===== config.mk =====
export PLATFORM = sky130hd
export DESIGN_NAME = buffer_free_list_manager_core
export DESIGN_NICKNAME = d
export VERILOG_FILES = /design/src/sv/bfl_pkg.sv /design/src/sv/bfl_store.sv /design/src/sv/buffer_free_list_manager_core.sv
export SDC_FILE = /design/constraint.sdc
export NUM_CORES = 1
export LEC_CHECK = 0
export BUFFER_PORTS_ARGS = -buffer_cell sky130_fd_sc_hd__buf_2
export CORE_MARGIN = 2
export CORE_UTILIZATION = 58
export DETAILED_ROUTE_END_ITERATION = 10
export GPL_ROUTABILITY_DRIVEN = 0
export PLACE_DENSITY = 0.86
export SLEW_MARGIN = 5
export SYNTH_ARGS = -nofsm -noshare
export SYNTH_HDL_FRONTEND = slang
export SYNTH_SLANG_ARGS = --single-unit

===== constraint.sdc =====
create_clock -name clk_i -period 6.6 [get_ports clk_i]
set_input_delay 0.66 -clock clk_i [delete_from_list [all_inputs] [get_ports clk_i]]
set_output_delay 0.66 -clock clk_i [all_outputs]
set_load 0.05 [all_outputs]

===== src/sv/bfl_pkg.sv =====
// Shared op codes, status codes and write-enable bundle for the buffer free list.
`default_nettype none

package bfl_pkg;

  // Fixed field widths of the command and result ports.
  localparam int unsigned OP_W       = 3;
  localparam int unsigned SLOT_IN_W  = 4;
  localparam int unsigned BLOCK_IN_W = 16;
  localparam int unsigned STATUS_W   = 2;

  typedef enum logic [OP_W-1:0] {
    OP_INS_HEAD = 3'd0,
    OP_INS_TAIL = 3'd1,
    OP_REMOVE   = 3'd2,
    OP_LOOKUP   = 3'd3,
    OP_PEEK     = 3'd4
  } op_e;

  typedef enum logic [STATUS_W-1:0] {
    ST_OK       = 2'd0,
    ST_LISTED   = 2'd1,
    ST_UNLISTED = 2'd2
  } status_e;

  // Write strobes into the link and tag store.
  typedef struct packed {
    logic next_we;
    logic prev_we;
    logic tag_we;
  } wr_en_t;

endpackage

`default_nettype wire


===== src/sv/bfl_store.sv =====
// Link and tag memories with registered read and reset-value fix-up per entry.
`default_nettype none

module bfl_store #(
  parameter int unsigned NUM_SLOTS  = 16,
  parameter int unsigned BLOCK_BITS = 16
) (
  input  wire                                      clk_i,
  input  wire                                      rst_ni,
  input  bfl_pkg::wr_en_t                          we_i,
  input  wire  [$clog2(NUM_SLOTS)-1:0]             next_wa_i,
  input  wire  [$clog2(NUM_SLOTS+1)-1:0]           next_wd_i,
  input  wire  [$clog2(NUM_SLOTS)-1:0]             prev_wa_i,
  input  wire  [$clog2(NUM_SLOTS+1)-1:0]           prev_wd_i,
  input  wire  [$clog2(NUM_SLOTS)-1:0]             tag_wa_i,
  input  wire  [BLOCK_BITS-1:0]                    tag_wd_i,
  input  wire  [$clog2(NUM_SLOTS)-1:0]             rd_addr_i,
  output logic [$clog2(NUM_SLOTS+1)-1:0]           rd_next_o,
  output logic [$clog2(NUM_SLOTS+1)-1:0]           rd_prev_o,
  output logic [BLOCK_BITS-1:0]                    rd_tag_o,
  output logic                                     rd_tag_valid_o
);

  import bfl_pkg::*;

  localparam int unsigned SLOT_W = $clog2(NUM_SLOTS);
  localparam int unsigned LINK_W = $clog2(NUM_SLOTS+1);
  localparam logic [LINK_W-1:0] LINK_NONE = LINK_W'(NUM_SLOTS);

  logic [LINK_W-1:0]     next_mem [NUM_SLOTS];
  logic [LINK_W-1:0]     prev_mem [NUM_SLOTS];
  logic [BLOCK_BITS-1:0] tag_mem  [NUM_SLOTS];

  // An entry never written reads as its reset value.
  logic [NUM_SLOTS-1:0] nxt_wr_q, prv_wr_q, tag_vld_q;

  logic [SLOT_W-1:0]     rd_addr_q;
  logic                  nxt_ok_q, prv_ok_q, tag_ok_q;
  logic [LINK_W-1:0]     nxt_raw_q, prv_raw_q;
  logic [BLOCK_BITS-1:0] tag_raw_q;

  always_ff @(posedge clk_i) begin
    if (we_i.next_we) begin
      next_mem[next_wa_i] <= next_wd_i;
    end
    if (we_i.prev_we) begin
      prev_mem[prev_wa_i] <= prev_wd_i;
    end
    if (we_i.tag_we) begin
      tag_mem[tag_wa_i] <= tag_wd_i;
    end
    nxt_raw_q <= next_mem[rd_addr_i];
    prv_raw_q <= prev_mem[rd_addr_i];
    tag_raw_q <= tag_mem[rd_addr_i];
  end

  always_ff @(posedge clk_i or negedge rst_ni) begin
    if (!rst_ni) begin
      nxt_wr_q  <= '0;
      prv_wr_q  <= '0;
      tag_vld_q <= '0;
      rd_addr_q <= '0;
      nxt_ok_q  <= 1'b0;
      prv_ok_q  <= 1'b0;
      tag_ok_q  <= 1'b0;
    end else begin
      if (we_i.next_we) begin
        nxt_wr_q[next_wa_i] <= 1'b1;
      end
      if (we_i.prev_we) begin
        prv_wr_q[prev_wa_i] <= 1'b1;
      end
      if (we_i.tag_we) begin
        tag_vld_q[tag_wa_i] <= 1'b1;
      end
      rd_addr_q <= rd_addr_i;
      nxt_ok_q  <= nxt_wr_q[rd_addr_i];
      prv_ok_q  <= prv_wr_q[rd_addr_i];
      tag_ok_q  <= tag_vld_q[rd_addr_i];
    end
  end

  always_comb begin
    rd_next_o = nxt_ok_q ? nxt_raw_q : LINK_W'(rd_addr_q) + LINK_W'(1);
    if (prv_ok_q) begin
      rd_prev_o = prv_raw_q;
    end else if (rd_addr_q == '0) begin
      rd_prev_o = LINK_NONE;
    end else begin
      rd_prev_o = LINK_W'(rd_addr_q) - LINK_W'(1);
    end
    rd_tag_o       = tag_ok_q ? tag_raw_q : '0;
    rd_tag_valid_o = tag_ok_q;
  end

endmodule

`default_nettype wire


===== src/sv/buffer_free_list_manager_core.sv =====
// Top level: doubly linked buffer free list with a sequenced link store and list walk.
// Sequence from the accepting edge to the done_o beat: peek, unknown op codes and rejected
// commands go through S_FIN to S_OUT; insert passes S_INS and S_INS2 first, remove S_RM1 and
// S_RM2, and lookup walks the list in S_LKW up to the hit, or to the list end on a miss.
// The walk reads one slot per cycle through the single read port of the link/tag store.
// busy drops the cycle after the done_o beat; a new command is accepted only in idle, no stalls.
// Reset (async, active low) lists every slot 0..NUM_SLOTS-1 in order, no tags valid.
`default_nettype none

module buffer_free_list_manager_core #(
  parameter int unsigned NUM_SLOTS  = 16,
  parameter int unsigned BLOCK_BITS = 16
) (
  input  wire                              clk_i,
  input  wire                              rst_ni,
  input  wire                              start,
  output logic                             busy,
  input  wire  [bfl_pkg::OP_W-1:0]         op_i,
  input  wire  [bfl_pkg::SLOT_IN_W-1:0]    buffer_slot_i,
  input  wire  [bfl_pkg::BLOCK_IN_W-1:0]   block_number_i,
  output logic                             done_o,
  output logic                             hit_o,
  output logic [bfl_pkg::SLOT_IN_W-1:0]    found_slot_o,
  output logic [bfl_pkg::BLOCK_IN_W-1:0]   head_block_o,
  output logic                             list_empty_o,
  output logic [bfl_pkg::STATUS_W-1:0]     status_o
);

  import bfl_pkg::*;

  localparam int unsigned SLOT_W = $clog2(NUM_SLOTS);
  localparam int unsigned LINK_W = $clog2(NUM_SLOTS+1);
  localparam logic [LINK_W-1:0] LINK_NONE = LINK_W'(NUM_SLOTS);

  // Sequencer states, one-hot.
  typedef enum logic [7:0] {
    S_IDLE = 8'b0000_0001,
    S_INS  = 8'b0000_0010,  // write the new slot's links and tag
    S_INS2 = 8'b0000_0100,  // hook the old head/tail onto the new slot
    S_RM1  = 8'b0000_1000,  // bridge neighbors around the removed slot
    S_RM2  = 8'b0001_0000,  // clear the removed slot's links
    S_LKW  = 8'b0010_0000,  // walk: compare one slot per cycle
    S_FIN  = 8'b0100_0000,  // read the head tag
    S_OUT  = 8'b1000_0000   // present the result beat
  } state_e;

  state_e state_q, state_d;

  logic [LINK_W-1:0]     head_q, head_d, tail_q, tail_d;
  logic [NUM_SLOTS-1:0]  on_list_q, on_list_d;
  op_e                   op_q, op_d;
  logic [SLOT_W-1:0]     slot_q, slot_d;
  logic [BLOCK_BITS-1:0] blk_q, blk_d;
  logic                  hit_q, hit_d;
  logic [SLOT_W-1:0]     found_q, found_d;
  status_e               status_q, status_d;
  logic [SLOT_W-1:0]     cur_q;

  // Store interface.
  wr_en_t                we;
  logic [SLOT_W-1:0]     next_wa, prev_wa, rd_addr;
  logic [LINK_W-1:0]     next_wd, prev_wd, rd_link;
  logic [LINK_W-1:0]     rd_next, rd_prev;
  logic [BLOCK_BITS-1:0] rd_tag;
  logic                  rd_tag_valid;

  // Command decode.
  op_e               op_in;
  logic              slot_ok;
  logic [SLOT_W-1:0] slot_idx;
  logic              slot_listed;
  logic              accept;
  logic              tag_match;

  assign op_in       = op_e'(op_i);
  assign slot_ok     = 32'(buffer_slot_i) < NUM_SLOTS;
  assign slot_idx    = SLOT_W'(buffer_slot_i);
  assign slot_listed = slot_ok && on_list_q[slot_idx];
  assign accept      = start && (state_q == S_IDLE);

  // The compare unit: one tag per cycle during the walk.
  assign tag_match   = rd_tag_valid && (rd_tag == blk_q);

  always_comb begin
    state_d   = state_q;
    head_d    = head_q;
    tail_d    = tail_q;
    on_list_d = on_list_q;
    op_d      = op_q;
    slot_d    = slot_q;
    blk_d     = blk_q;
    hit_d     = hit_q;
    found_d   = found_q;
    status_d  = status_q;
    we        = '0;
    next_wa   = slot_q;
    next_wd   = LINK_NONE;
    prev_wa   = slot_q;
    prev_wd   = LINK_NONE;
    rd_link   = head_q;

    unique case (state_q)
      S_IDLE: begin
        // Aim the read port at the slot to remove, or at the head for a walk.
        rd_link = (op_in == OP_LOOKUP) ? head_q : LINK_W'(slot_idx);
        if (accept) begin
          op_d     = op_in;
          slot_d   = slot_idx;
          blk_d    = BLOCK_BITS'(block_number_i);
          hit_d    = 1'b0;
          found_d  = '0;
          status_d = ST_OK;
          state_d  = S_FIN;
          unique case (op_in)
            OP_INS_HEAD, OP_INS_TAIL: begin
              if (!slot_ok) begin
                status_d = ST_UNLISTED;
              end else if (slot_listed) begin
                status_d = ST_LISTED;
              end else begin
                on_list_d[slot_idx] = 1'b1;
                state_d             = S_INS;
              end
            end
            OP_REMOVE: begin
              if (!slot_listed) begin
                status_d = ST_UNLISTED;
              end else begin
                on_list_d[slot_idx] = 1'b0;
                state_d             = S_RM1;
              end
            end
            OP_LOOKUP: begin
              if (head_q != LINK_NONE) begin
                state_d = S_LKW;
              end
            end
            OP_PEEK: begin
              if (head_q != LINK_NONE) begin
                found_d = SLOT_W'(head_q);
              end
            end
            default: begin
              state_d = S_FIN;
            end
          endcase
        end
      end
      S_INS: begin
        we.next_we = 1'b1;
        we.prev_we = 1'b1;
        we.tag_we  = 1'b1;
        if (op_q == OP_INS_HEAD) begin
          next_wd = head_q;
        end else begin
          prev_wd = tail_q;
        end
        state_d = S_INS2;
      end
      S_INS2: begin
        if (op_q == OP_INS_HEAD) begin
          if (head_q != LINK_NONE) begin
            we.prev_we = 1'b1;
            prev_wa    = SLOT_W'(head_q);
            prev_wd    = LINK_W'(slot_q);
          end else begin
            tail_d = LINK_W'(slot_q);
          end
          head_d = LINK_W'(slot_q);
        end else begin
          if (tail_q != LINK_NONE) begin
            we.next_we = 1'b1;
            next_wa    = SLOT_W'(tail_q);
            next_wd    = LINK_W'(slot_q);
          end else begin
            head_d = LINK_W'(slot_q);
          end
          tail_d = LINK_W'(slot_q);
        end
        state_d = S_FIN;
      end
      S_RM1: begin
        // Neighbors of the removed slot are on the read port now.
        if (rd_prev != LINK_NONE) begin
          we.next_we = 1'b1;
          next_wa    = SLOT_W'(rd_prev);
          next_wd    = rd_next;
        end else begin
          head_d = rd_next;
        end
        if (rd_next != LINK_NONE) begin
          we.prev_we = 1'b1;
          prev_wa    = SLOT_W'(rd_next);
          prev_wd    = rd_prev;
        end else begin
          tail_d = rd_prev;
        end
        state_d = S_RM2;
      end
      S_RM2: begin
        we.next_we = 1'b1;
        we.prev_we = 1'b1;
        state_d    = S_FIN;
      end
      S_LKW: begin
        // Compare the slot just read; on a miss, advance to its successor.
        rd_link = rd_next;
        if (tag_match) begin
          hit_d   = 1'b1;
          found_d = cur_q;
          state_d = S_FIN;
        end else if (rd_next == LINK_NONE) begin
          state_d = S_FIN;
        end
      end
      S_FIN: begin
        rd_link = head_q;
        state_d = S_OUT;
      end
      S_OUT: begin
        state_d = S_IDLE;
      end
      default: begin
        state_d = S_IDLE;
      end
    endcase
  end

  // Never drive an out-of-range address; a "none" link reads slot 0 and is ignored.
  assign rd_addr = (rd_link == LINK_NONE) ? '0 : SLOT_W'(rd_link);

  always_ff @(posedge clk_i or negedge rst_ni) begin
    if (!rst_ni) begin
      state_q   <= S_IDLE;
      head_q    <= '0;
      tail_q    <= LINK_W'(NUM_SLOTS - 1);
      on_list_q <= '1;
      op_q      <= OP_PEEK;
      hit_q     <= 1'b0;
      found_q   <= '0;
      status_q  <= ST_OK;
    end else begin
      state_q   <= state_d;
      head_q    <= head_d;
      tail_q    <= tail_d;
      on_list_q <= on_list_d;
      op_q      <= op_d;
      hit_q     <= hit_d;
      found_q   <= found_d;
      status_q  <= status_d;
    end
  end

  // Command payload and walk position; no reset needed.
  always_ff @(posedge clk_i) begin
    slot_q <= slot_d;
    blk_q  <= blk_d;
    cur_q  <= rd_addr;
  end

  bfl_store #(
    .NUM_SLOTS  (NUM_SLOTS),
    .BLOCK_BITS (BLOCK_BITS)
  ) u_store (
    .clk_i          (clk_i),
    .rst_ni         (rst_ni),
    .we_i           (we),
    .next_wa_i      (next_wa),
    .next_wd_i      (next_wd),
    .prev_wa_i      (prev_wa),
    .prev_wd_i      (prev_wd),
    .tag_wa_i       (slot_q),
    .tag_wd_i       (blk_q),
    .rd_addr_i      (rd_addr),
    .rd_next_o      (rd_next),
    .rd_prev_o      (rd_prev),
    .rd_tag_o       (rd_tag),
    .rd_tag_valid_o (rd_tag_valid)
  );

  // Result beat: head tag was read in the previous cycle at the current head.
  assign busy         = (state_q != S_IDLE);
  assign done_o       = (state_q == S_OUT);
  assign hit_o        = hit_q;
  assign found_slot_o = SLOT_IN_W'(found_q);
  assign list_empty_o = (head_q == LINK_NONE);
  assign head_block_o = (head_q == LINK_NONE) ? '0 : BLOCK_IN_W'(rd_tag);
  assign status_o     = status_q;

  // Head and tail are either both "none" or both valid.
  a_ends_agree: assert property (@(posedge clk_i) disable iff (!rst_ni)
    (head_q == LINK_NONE) == (tail_q == LINK_NONE))
    else $error("head and tail pointers disagree on list emptiness");

  // Between commands, an empty list has no listed slots, and a non-empty one has some.
  a_empty_count: assert property (@(posedge clk_i) disable iff (!rst_ni)
    (state_q == S_IDLE) |-> ((head_q == LINK_NONE) == ($countones(on_list_q) == 0)))
    else $error("listed-slot flags disagree with head pointer");

  // The result strobe lasts one cycle and is followed by idle.
  a_done_single: assert property (@(posedge clk_i) disable iff (!rst_ni)
    done_o |=> !done_o && !busy)
    else $error("result beat longer than one cycle");

  // An accepted command always makes the block busy.
  a_accept_busy: assert property (@(posedge clk_i) disable iff (!rst_ni)
    (start && !busy) |=> busy)
    else $error("accepted command did not start the sequencer");

  // A hit is reported only with ok status.
  a_hit_ok: assert property (@(posedge clk_i) disable iff (!rst_ni)
    (done_o && hit_o) |-> (status_o == ST_OK))
    else $error("lookup hit reported with error status");

endmodule

`default_nettype wire

-- Word level (Yosys, flattened, before mapping)
Memories as Yosys holds them, arrays and structs flattened. A register that Yosys moved wholly into a read port is not among the register bits.
Index checks and enable logic that the tools add are counted.
- add/sub/neg operators: 2
- magnitude comparators: 9
- equal/unequal tests: 30
- muxes and demuxes: 86
- bitwise gates (word level): 6
- reductions and logical operators: 21
- operators with widths (operator ; count):
    $mux W5 ; 18
    $mux W16 ; 4
    $or A16 B16 Y16 ; 4
    $pmux W8 S6 ; 1
    $mux W4 ; 11
    $pmux W16 S2 ; 1
    $pmux W5 S2 ; 3
    $pmux W5 S3 ; 2
    $lt A4 B5 Y1 const B ; 5
    $mux W1 ; 24
    $mux W8 ; 3
    $pmux W4 S2 ; 3
    $mux W7 ; 3
    $pmux W7 S3 ; 1
    $ne A5 B5 Y1 const B ; 4
    $and A16 B16 Y16 ; 1
    $bmux W1 S4 ; 4
    $demux W1 S4 ; 4
    $eq A16 B16 Y1 ; 1
    $ge A4 B1 Y1 const B ; 4
    $not A16 Y16 ; 1
    $eq A5 B5 Y1 const B ; 3
    $ne A2 B2 Y1 const B ; 6
    $ne A3 B3 Y1 const B ; 3
    26 further kinds ; 40
- register bits after elaboration: 123
- bits in writable memories: 416
- input port bits: 26
- memories kept: 3
- memories (memory ; words ; width ; rd ports ; clocked after memory_dff ; wr ports ; RTL line ; source):
    u_store.tag_mem ; 16 ; 16 ; 1 ; 1 ; 1 ; bfl_store.sv:32 ; logic [BLOCK_BITS-1:0] tag_mem [NUM_SLOTS];
    u_store.next_mem ; 16 ; 5 ; 1 ; 1 ; 1 ; bfl_store.sv:30 ; logic [LINK_W-1:0] next_mem [NUM_SLOTS];
    u_store.prev_mem ; 16 ; 5 ; 1 ; 1 ; 1 ; bfl_store.sv:31 ; logic [LINK_W-1:0] prev_mem [NUM_SLOTS];

-- Logic depth before layout (Yosys ltp)
Gate-level depths: netlist of run 1.
- depth in word-level cells: 11
- depth in mapped cells: 12

-- Modules after synthesis
A second synthesis of run 1 with hierarchy kept.
- cell total of the unflattened synthesis: 1286
- area total of the unflattened synthesis: 22621.7 µm²
- by module, submodules not included (module ; instances ; cells each ; area each (µm²)):
    bfl_store ; 1 ; 916 ; 18810.5
    buffer_free_list_manager_core ; 1 ; 370 ; 3811.2

-- Worst setup path after synthesis of run 1
OpenSTA, ideal clock, no wires.
- path type: register to register
- from: register state_q[3]
- to: memory u_store.tag_mem[0][0], enable pin
- arrival time: 2.960 ns
- required time: 6.189 ns
- setup slack: 3.229 ns
- stages on the path, launching flop included: 7
- clock period less this slack: 3.371 ns
- path through: dfrtp_1 > buf_2 > or4_4 > nor2_1 > nand3_1 > or3_1 > nor3_1
- longest elaborated chain between the ends: 4
- ends and longest elaborated chain (element ; RTL line ; source):
    from (decl) ; buffer_free_list_manager_core.sv:47 ; state_e state_q, state_d;
    from (signal assigned) ; buffer_free_list_manager_core.sv:243 ; state_q <= state_d;
    $eq A8 B2 Y1 ; buffer_free_list_manager_core.sv:102 ; unique case (state_q)
    $mux W1 ; buffer_free_list_manager_core.sv:102 ;
    $mux W1 ; bfl_store.sv:49 ; if (we_i.tag_we) begin
    $mux W1 (implied by the code) ; bfl_store.sv:50 ; tag_mem[tag_wa_i] <= tag_wd_i;
    to (decl) ; bfl_store.sv:32 ;
No other way between the ends.

-- Final worst setup path of run 1
- from: register u_store.rd_addr_q[0]
- to: memory u_store.next_mem[9][3] in the netlist's numbering, enable pin
- longest elaborated chain between the ends: 8
- elaborated cells between the ends (all ways): 11
- classes of those cells: 1 x add/sub; 1 x eq/ne; 8 x mux; 1 x reduce/logical
- ends and longest elaborated chain (element ; RTL line ; source):
    from (decl) ; bfl_store.sv:37 ; logic [SLOT_W-1:0] rd_addr_q;
    from (signal assigned) ; bfl_store.sv:76 ; rd_addr_q <= rd_addr_i;
    $sub A4 B1 Y5 / $logic_not A4 Y1 (equally long branches) ; bfl_store.sv:90, bfl_store.sv:87 ;
    $mux W5 * ; bfl_store.sv:87 ; end else if (rd_addr_q == '0) begin
    $mux W5 * ; bfl_store.sv:85 ; if (prv_ok_q) begin
    $ne A5 B5 Y1 ; buffer_free_list_manager_core.sv:184 ; if (rd_prev != LINK_NONE) begin
    $mux W1 ; buffer_free_list_manager_core.sv:184 ;
    $pmux W2 S3 ; buffer_free_list_manager_core.sv:102 ;
    $mux W1 ; bfl_store.sv:43 ; if (we_i.next_we) begin
    $mux W1 (implied by the code) ; bfl_store.sv:44 ; next_mem[next_wa_i] <= next_wd_i;
    to (decl) ; bfl_store.sv:30 ;
Every way passes the cells marked *; elsewhere a longest branch is shown, timed or not.

==> key figures, run 1 <==
STA
  • Slew HR: 19.0%
  • Final Cycle Share: 65.5%
  • RSZ-0062 raised after global routing: false
  • Final Skew: 0.0212 ns
  • Setup TNS: 0 ns
  • Final Max Tran Viols: 0
  • Final min period: 4.32 ns
  • Final hold violation count: 0
  • Max Fclk: 231 MHz
  • Tightest Pin Transition: 1.21 ns
  • Final setup fails: 0

Placed design
  • Port Buffers: 51
  • DP HPWL: 31.7 mm
  • Placed cells: 2177

Power
  • Power Internal: 7.14 mW
  • Leakage: 9.61 nW
  • Clk pwr share: 33.0%
  • Comb power frac: 22.6%
  • Fraction of power spent switching nets: 30.3%
  • Net Switching: 3.10 mW
  • VDD IR max: 0.331 mV
  • Pwr per Cell Area: 385 mW/mm^2
  • Power share of the sequential group: 44.3%

Route
  • Drt pass-1 iters: 5
  • WL final: 54.3 mm
  • Routed vias: 14600
  • Routed WL per cell: 23.8 microns
  • DRC Markers: 0
  • Starting DRT DRC Count: 1796
  • Post-route ant nets: 0
  • Post-DR vias/cell: 6.42

Logic synthesis
  • Cells after Synth: 1660
  • Cell accounting for the most synthesized area: edfxtp_1
  • Syn avg cell area: 14.3 sq um
  • Ys Warns: 0
  • Count leader, synth: edfxtp_1
  • Synth cell count leaders: edfxtp_1, nand2_1, mux2_2
  • Seq cells post-synth: 565
  • Distinct cells, synth: 67
  • Sequential share of the synthesized area: 68.2%
  • Top FF cell, synth: edfxtp_1
  • Cell Area, Synth: 0.0238 sq mm
  • Synth top area share: 55.1%
  • Syn_nets: 1689
  • Largest cells by area after synthesis: edfxtp_1, dfrtp_1, mux2_2
  • Async set or reset register ratio after synthesis: 17.5%
  • Number of synthesized flops with an enable pin: 436

Global route
  • Maximum number of pins on one net before global-route repair: 143
  • GRT Total Usage: 25.8%
  • First-pass GRT wire length: 82.9 mm
  • Overflow after GRT: 0
  • Number of global-route vias before repair: 14700
  • Initial antenna violation count: 1

Clock network
  • Number of setup buffers added after CTS: 0
  • Clk_lat worst skew: 0.60 ns
  • Clock transition at path regs: 0.06 ns
  • Sinks on Clock Net: 565
  • H-tree depth: 2
  • Post-CTS Hold Fix Bufs: 0
  • CTS Buffer Depth: 3
  • CTS resizes: 0
  • CTS root buf: clkbuf_16
  • Num CTS Buffers: 54
  • Clock tree from TritonCTS: built

Floorplanning
  • Starting Density: 58.4%
  • Io pins: 52
  • Die H: 206 microns
  • Die width: 206 microns
  • Core Rows: 74
  • Core Area: 0.0406 sq mm
  • Die ar.: 0.0426 sq mm

Setup path
  • Critical path fanouts, max: 8
  • WP data arrival: 4.54 ns
  • Setup CP Type: reg -> reg
  • CP max stage delay: 0.75 ns
  • R2R depth: 9
  • Worst R2R Setup Slack: 2.28 ns
  • Reg2reg start: u_store.rd_addr_q[0]
  • Critical Path, Cell by Cell: inv_1 -> ha_1 -> nor2_1 -> o41ai_1 -> o2111ai_1 -> o32ai_1 -> a21oi_1 -> nand2b_1 -> nor3_1
  • CP max stage cell: nor3_1
  • Worst Setup End Kind: flop
  • Crit start category: flop
  • Crit-path leading delay family: compound AO/OA/AOI/OAI gates
  • Buf/Inv on CP: 1
  • CP required: 6.81 ns
  • Worst r2r dst: u_store.next_mem[9][3]

Cells and area
  • Non-Filler Instances: 2279
  • Synth-to-layout area growth: 12.0%
  • FILL cells: 2708
  • Layout Nets: 1730
  • Inserted Diodes: 0
  • Layout cell share with drive strength beyond 1: 22.5%

Hold path
  • Tightest Hold Check Type: in -> async

Outcome
  • Status: finished, final reports clean

Job
  • Max Cap Viol: 0
[sequential cells by signal, summed over array words and instances (netlist names), 16 cells and up, named ones only]
name / flops
u_store.next_mem: 80
u_store.tag_vld_q: 16
u_store.tag_mem: 256
u_store.prev_mem: 80
u_store.prv_wr_q: 16
u_store.nxt_wr_q: 16
u_store.tag_raw_q: 16
blk_q: 16
[worst max-delay path by stage]
stage	startpoint	end	slack (ns)	cells past startpoint
after floorplan	state_q[3]	u_store.tag_mem[0][0]	3.23	6
after global placement	state_q[4]	u_store.next_mem[0][4]	2.60	8
after detailed placement	u_store.rd_addr_q[0]	u_store.next_mem[7][0]	2.50	9
after CTS	u_store.rd_addr_q[0]	u_store.next_mem[7][0]	2.47	9
after global routing	state_q[4]	u_store.next_mem[0][0]	2.08	8
final	u_store.rd_addr_q[0]	u_store.next_mem[9][3]	2.28	9
[power by group through the flow]
stage,logic [mW],clock network (mW),registers (mW)
floorplan,1.73,0,4.48
global placement,2.19,0,4.57
detailed placement,2.27,0,4.60
CTS,2.29,3.41,4.53
global route,2.48,3.55,4.58
finish,2.32,3.39,4.54
[cells by family after synthesis]
logic type | after synthesis | share of synthesized area (%)
simple gates | 430 | 8.91
fa+ha+maj | 3 | 0.158
compound gates | 254 | 7.75
buf+inv | 126 | 2.21
flops | 565 | 68.2
xor+xnor | 17 | 0.627
mux | 265 | 12.1
[layout by cell type (no fill, tap or decap), drive strengths merged, types with 7 or more instances in the layout]
| cell type | instances |
|---|---|
| dfstp | 22 |
| a22oi | 10 |
| dfxtp | 30 |
| inv | 27 |
| nand4 | 34 |
| bufinv | 9 |
| nor4 | 8 |
| nand2 | 169 |
| edfxtp | 436 |
| mux2i | 124 |
| o21bai | 25 |
| or3 | 7 |
| dfrtp | 77 |
| buf | 84 |
| o211ai | 121 |
| nor3 | 21 |
| nand2b | 11 |
| and3 | 8 |
| xnor2 | 13 |
| nand3 | 19 |
| or2 | 23 |
| clkinv | 14 |
| and2 | 23 |
| clkbuf | 76 |
| nor2 | 77 |
| o21ai | 27 |
| a21oi | 13 |
| o31ai | 16 |
| nor2b | 9 |
| mux2 | 136 |
[cell type report]
class	count	area (sq um)	area share, %
inverter	27	101	0.381
tap	532	666	2.50
sequential	565	16200	60.9
clock buffer	76	1630	6.11
multi-input combinational	969	7130	26.8
clock inverter	26	362	1.36
timing repair buffer	84	518	1.95
[metrics by stage]
| stage | util (%) | area (sq um) | hold WS [ns] | setup WS, ns | total power, mW |
|---|---|---|---|---|---|
| 5_1_grt | 65.5 | 26600 | 0.131 | 2.08 | 10.6 |
| 3_5_place_dp | 60.6 | 24600 | 0.438 | 2.50 | 6.86 |
| 6_report | 65.5 | 26600 | 0.0999 | 2.28 | 10.2 |
| 2_1_floorplan | - | 23800 | 0.364 | 3.23 | 6.22 |
| 4_1_cts | 65.5 | 26600 | 0.104 | 2.47 | 10.2 |
| 3_3_place_gp | 60.6 | 24600 | 0.434 | 2.60 | 6.76 |
[worst register-to-register path, cell delays in order (launching register included)]
cell and delay, ns:
dfrtp_1 0.47, inv_1 0.15, ha_1 0.24, nor2_1 0.07
o41ai_1 0.57, o2111ai_1 0.39, o32ai_1 0.68, a21oi_1 0.28
nand2b_1 0.36, nor3_1 0.75
[routing by layer]
layer  track usage [%]  up-vias  share of wire [%]
li1                  -     6373                  -
met1              34.4     7289                 39
met2              41.7      803                 48
met3              5.50      173                9.3
met4              10.4        2                3.6
met5                 0        -              0.068
Power figures use the tool's default switching activity.
==> run 2: changes to the inputs <==
- ABC_AREA: not set -> 1
- clock period: 6.6 -> 4.54 ns (I/O delays scaled with it)
==> run 2 against run 1 <==
- the run now ends with DRC left
- fmax up 36%
- die area is 8.3% higher
- critical path depth up 2
- clock power up 47%
- final cell count rose by 42%
- worst setup slack worse by 0.92 ns
- synthesized cell count increased by 55%
- core utilization down 0.81 points
- sequential cell count did not move
- largest cell class unchanged
==> key figures, run 2 <==
STA
  • Max Fclk: 314 MHz
  • Final hold violation count: 0
  • Final min period: 3.18 ns
  • Final setup fails: 0
  • Tightest Pin Transition: 1.28 ns
  • Worst hold slack: 0.0446 ns
  • Setup TNS: 0 ns
  • Slew HR: 15.0%
  • Final Skew: 0.0314 ns
  • RSZ-0062 raised after global routing: false
  • Final Max Tran Viols: 0
  • Final Cycle Share: 70.1%

Power
  • Fraction of power spent switching nets: 42.9%
  • Leakage: 12.3 nW
  • VDD IR max: 0.646 mV
  • Power Internal: 11.8 mW
  • Power share of the sequential group: 32.6%
  • Clk pwr share: 24.1%
  • Net Switching: 8.89 mW
  • Comb power frac: 43.3%
  • Pwr per Cell Area: 727 mW/mm^2

Clock network
  • Num CTS Buffers: 52
  • H-tree depth: 2
  • CTS Buffer Depth: 3
  • Sinks on Clock Net: 565
  • Clock transition at path regs: 0.06 ns
  • Clk_lat worst skew: 0.59 ns
  • Clock tree from TritonCTS: built
  • CTS resizes: 0
  • CTS root buf: clkbuf_16

Cells and area
  • Synth-to-layout area growth: 10.5%
  • Commonest non-fill, non-tap cell in the layout: nand2_1
  • Layout Nets: 2620
  • Inserted Diodes: 0
  • Top flop regs: u_store.tag_mem (256), u_store.next_mem (80), u_store.prev_mem (80)
  • Commonest non-fill, non-tap cells in the layout: nand2_1, nand3_1, edfxtp_1
  • FILL cells: 3018
  • Most flops, register: u_store.tag_mem
  • Largest register FFs: 256
  • Layout cell share with drive strength beyond 1: 9.56%
  • Post-route cell area: 0.0285 sq mm

Placed design
  • DP HPWL: 36.0 mm
  • DP Area: 0.0265 sq mm
  • Port Buffers: 51

Logic synthesis
  • Seq cells post-synth: 565
  • Cells after Synth: 2574
  • Cell Area, Synth: 0.0258 sq mm
  • Ys Warns: 0
  • Async set or reset register ratio after synthesis: 17.5%
  • Cell accounting for the most synthesized area: edfxtp_1
  • Distinct cells, synth: 49
  • Sequential share of the synthesized area: 62.9%
  • Syn avg cell area: 10.0 sq um
  • Count leader, synth: nand2_1
  • Top FF cell, synth: edfxtp_1
  • Synth top area share: 50.8%
  • Syn_nets: 2603
  • Largest cells by area after synthesis: edfxtp_1, nand3_1, nand2_1
  • Number of synthesized flops with an enable pin: 436
  • Synth cell count leaders: nand2_1, nand3_1, edfxtp_1

Floorplanning
  • Starting Density: 58.5%
  • Io pins: 52
  • Die ar.: 0.0461 sq mm
  • Core Rows: 77
  • Die width: 215 microns
  • Die H: 215 microns
  • Core Area: 0.0440 sq mm

Global route
  • Number of global-route vias before repair: 19500
  • Overflow after GRT: 0
  • Initial antenna violation count: 0
  • Met1 usage: 35.2%
  • First-pass GRT wire length: 102 mm
  • M2 GR Usage: 47.1%
  • Global Route met3 Usage: 4.90%
  • Maximum number of pins on one net before global-route repair: 204
  • GR peak layer: met2
  • GRT Total Usage: 28.2%

Job
  • Max Cap Viol: 0

Setup path
  • Crit start category: flop
  • WP data arrival: 3.65 ns
  • CP required: 5.01 ns
  • Critical path fanouts, max: 108
  • Worst Setup End Kind: flop
  • Setup CP Type: reg -> reg

Route
  • Drt pass-1 iters: 11
  • Routed vias: 19400
  • WL final: 64.8 mm
  • Post-DR vias/cell: 6.01
  • Post-route ant nets: 0
  • Routed WL per cell: 20.1 microns
  • Starting DRT DRC Count: 2886
  • DRC Markers: 1

Hold path
  • Tightest Hold Check Type: in -> reg

Outcome
  • Failing checks: DRC
  • Status: complete, but fails checks
run 2: cell types whose count changed in the layout (fill, tap and decap cells not counted), sizes merged, moves of 52 or more:
cell / delta
nand3: +464
nand2: +376
inv: +368
nand3b: +176
mux2: -135
mux2i: -124
o211ai: -120
o21ai: +52
run 2: stage by stage:
stage               worst slack [ns]  util, %  std cells  power [mW]
finish                          1.36     64.6       3227        20.7
global route                    1.16     64.6       3227        21.8
CTS                             1.33     64.6       3227        20.5
detailed placement              1.37     60.1       3128        15.4
global placement                1.60     60.1       3128        15.1
floorplan                       2.05        -       2574        13.4
run 2: repair_timing:
| item | 4_1_cts | 5_1_grt |
|---|---|---|
| hold buffers | 1 | 0 |
| buffers inserted | 0 | 0 |
| endpoints found under the hold margin | 39 | 0 |
run 2: power groups by stage:
stage	Sequential, mW	Clock, mW	Combinational (mW)
finish	6.75	4.98	8.97
global route	6.79	5.20	9.78
global placement	6.79	0	8.29
floorplan	6.67	0	6.76
detailed placement	6.82	0	8.63
CTS	6.73	4.99	8.79
run 2: logic make-up (layout without fill, tap and decap cells):
logic type | after synthesis | count (layout) | share of synthesized area (%)
AOI/OAI and AO/OA | 118 | 118 | 2.71
xor gates and xnor gates | 7 | 7 | 0.238
adders and majority gates | 3 | 3 | 0.146
buffers and inverters | 525 | 586 | 8.60
DFF | 565 | 565 | 62.9
muxes | 1 | 1 | 0.0437
and+or+nand+nor | 1355 | 1355 | 25.4
run 2: worst paths after layout:
check,startpoint,endpoint,slack (ns),depth (start not counted)
worst min-delay path,block_number_i[6],blk_q[6],0.04,1
worst min register to register,u_store.nxt_wr_q[8],u_store.nxt_wr_q[8],0.45,2
worst max-delay path,state_q[3],u_store.tag_raw_q[2],1.36,11
max in group asynchronous,rst_ni,u_store.prv_wr_q[7],2.97,3
worst max register to register,state_q[3],u_store.tag_raw_q[2],1.36,11
min in group asynchronous,rst_ni,status_o[1],0.45,2
run 2: critical path, stage by stage, from the launching register on:
cell	delay, ns
dfrtp_1	0.40
nor2_1	0.21
nand2_1	0.13
inv_1	0.12
nand2_2	0.24
nand3_4	0.22
buf_4	0.90
nand3b_1	0.24
nand3_1	0.17
nand3_1	0.10
nand3_1	0.12
nand2_1	0.08
run 2: cell type report:
class / instances / area (sq um) / area share, %
sequential: 565 / 16200 / 56.9
inverter: 395 / 1490 / 5.23
timing repair buffer: 93 / 613 / 2.15
clock buffer: 66 / 1430 / 5.01
multi-input combinational: 1484 / 7450 / 26.2
clock inverter: 32 / 551 / 1.93
tap: 592 / 741 / 2.60
run 2: per-layer routing:
metal,vias up,part of all wire [%],routed length [microns]
met1,9136,35,23000
met4,0,5.4,3480
met5,-,0,0
li1,8631,-,-
met3,295,11,7160
met2,1337,48,31200
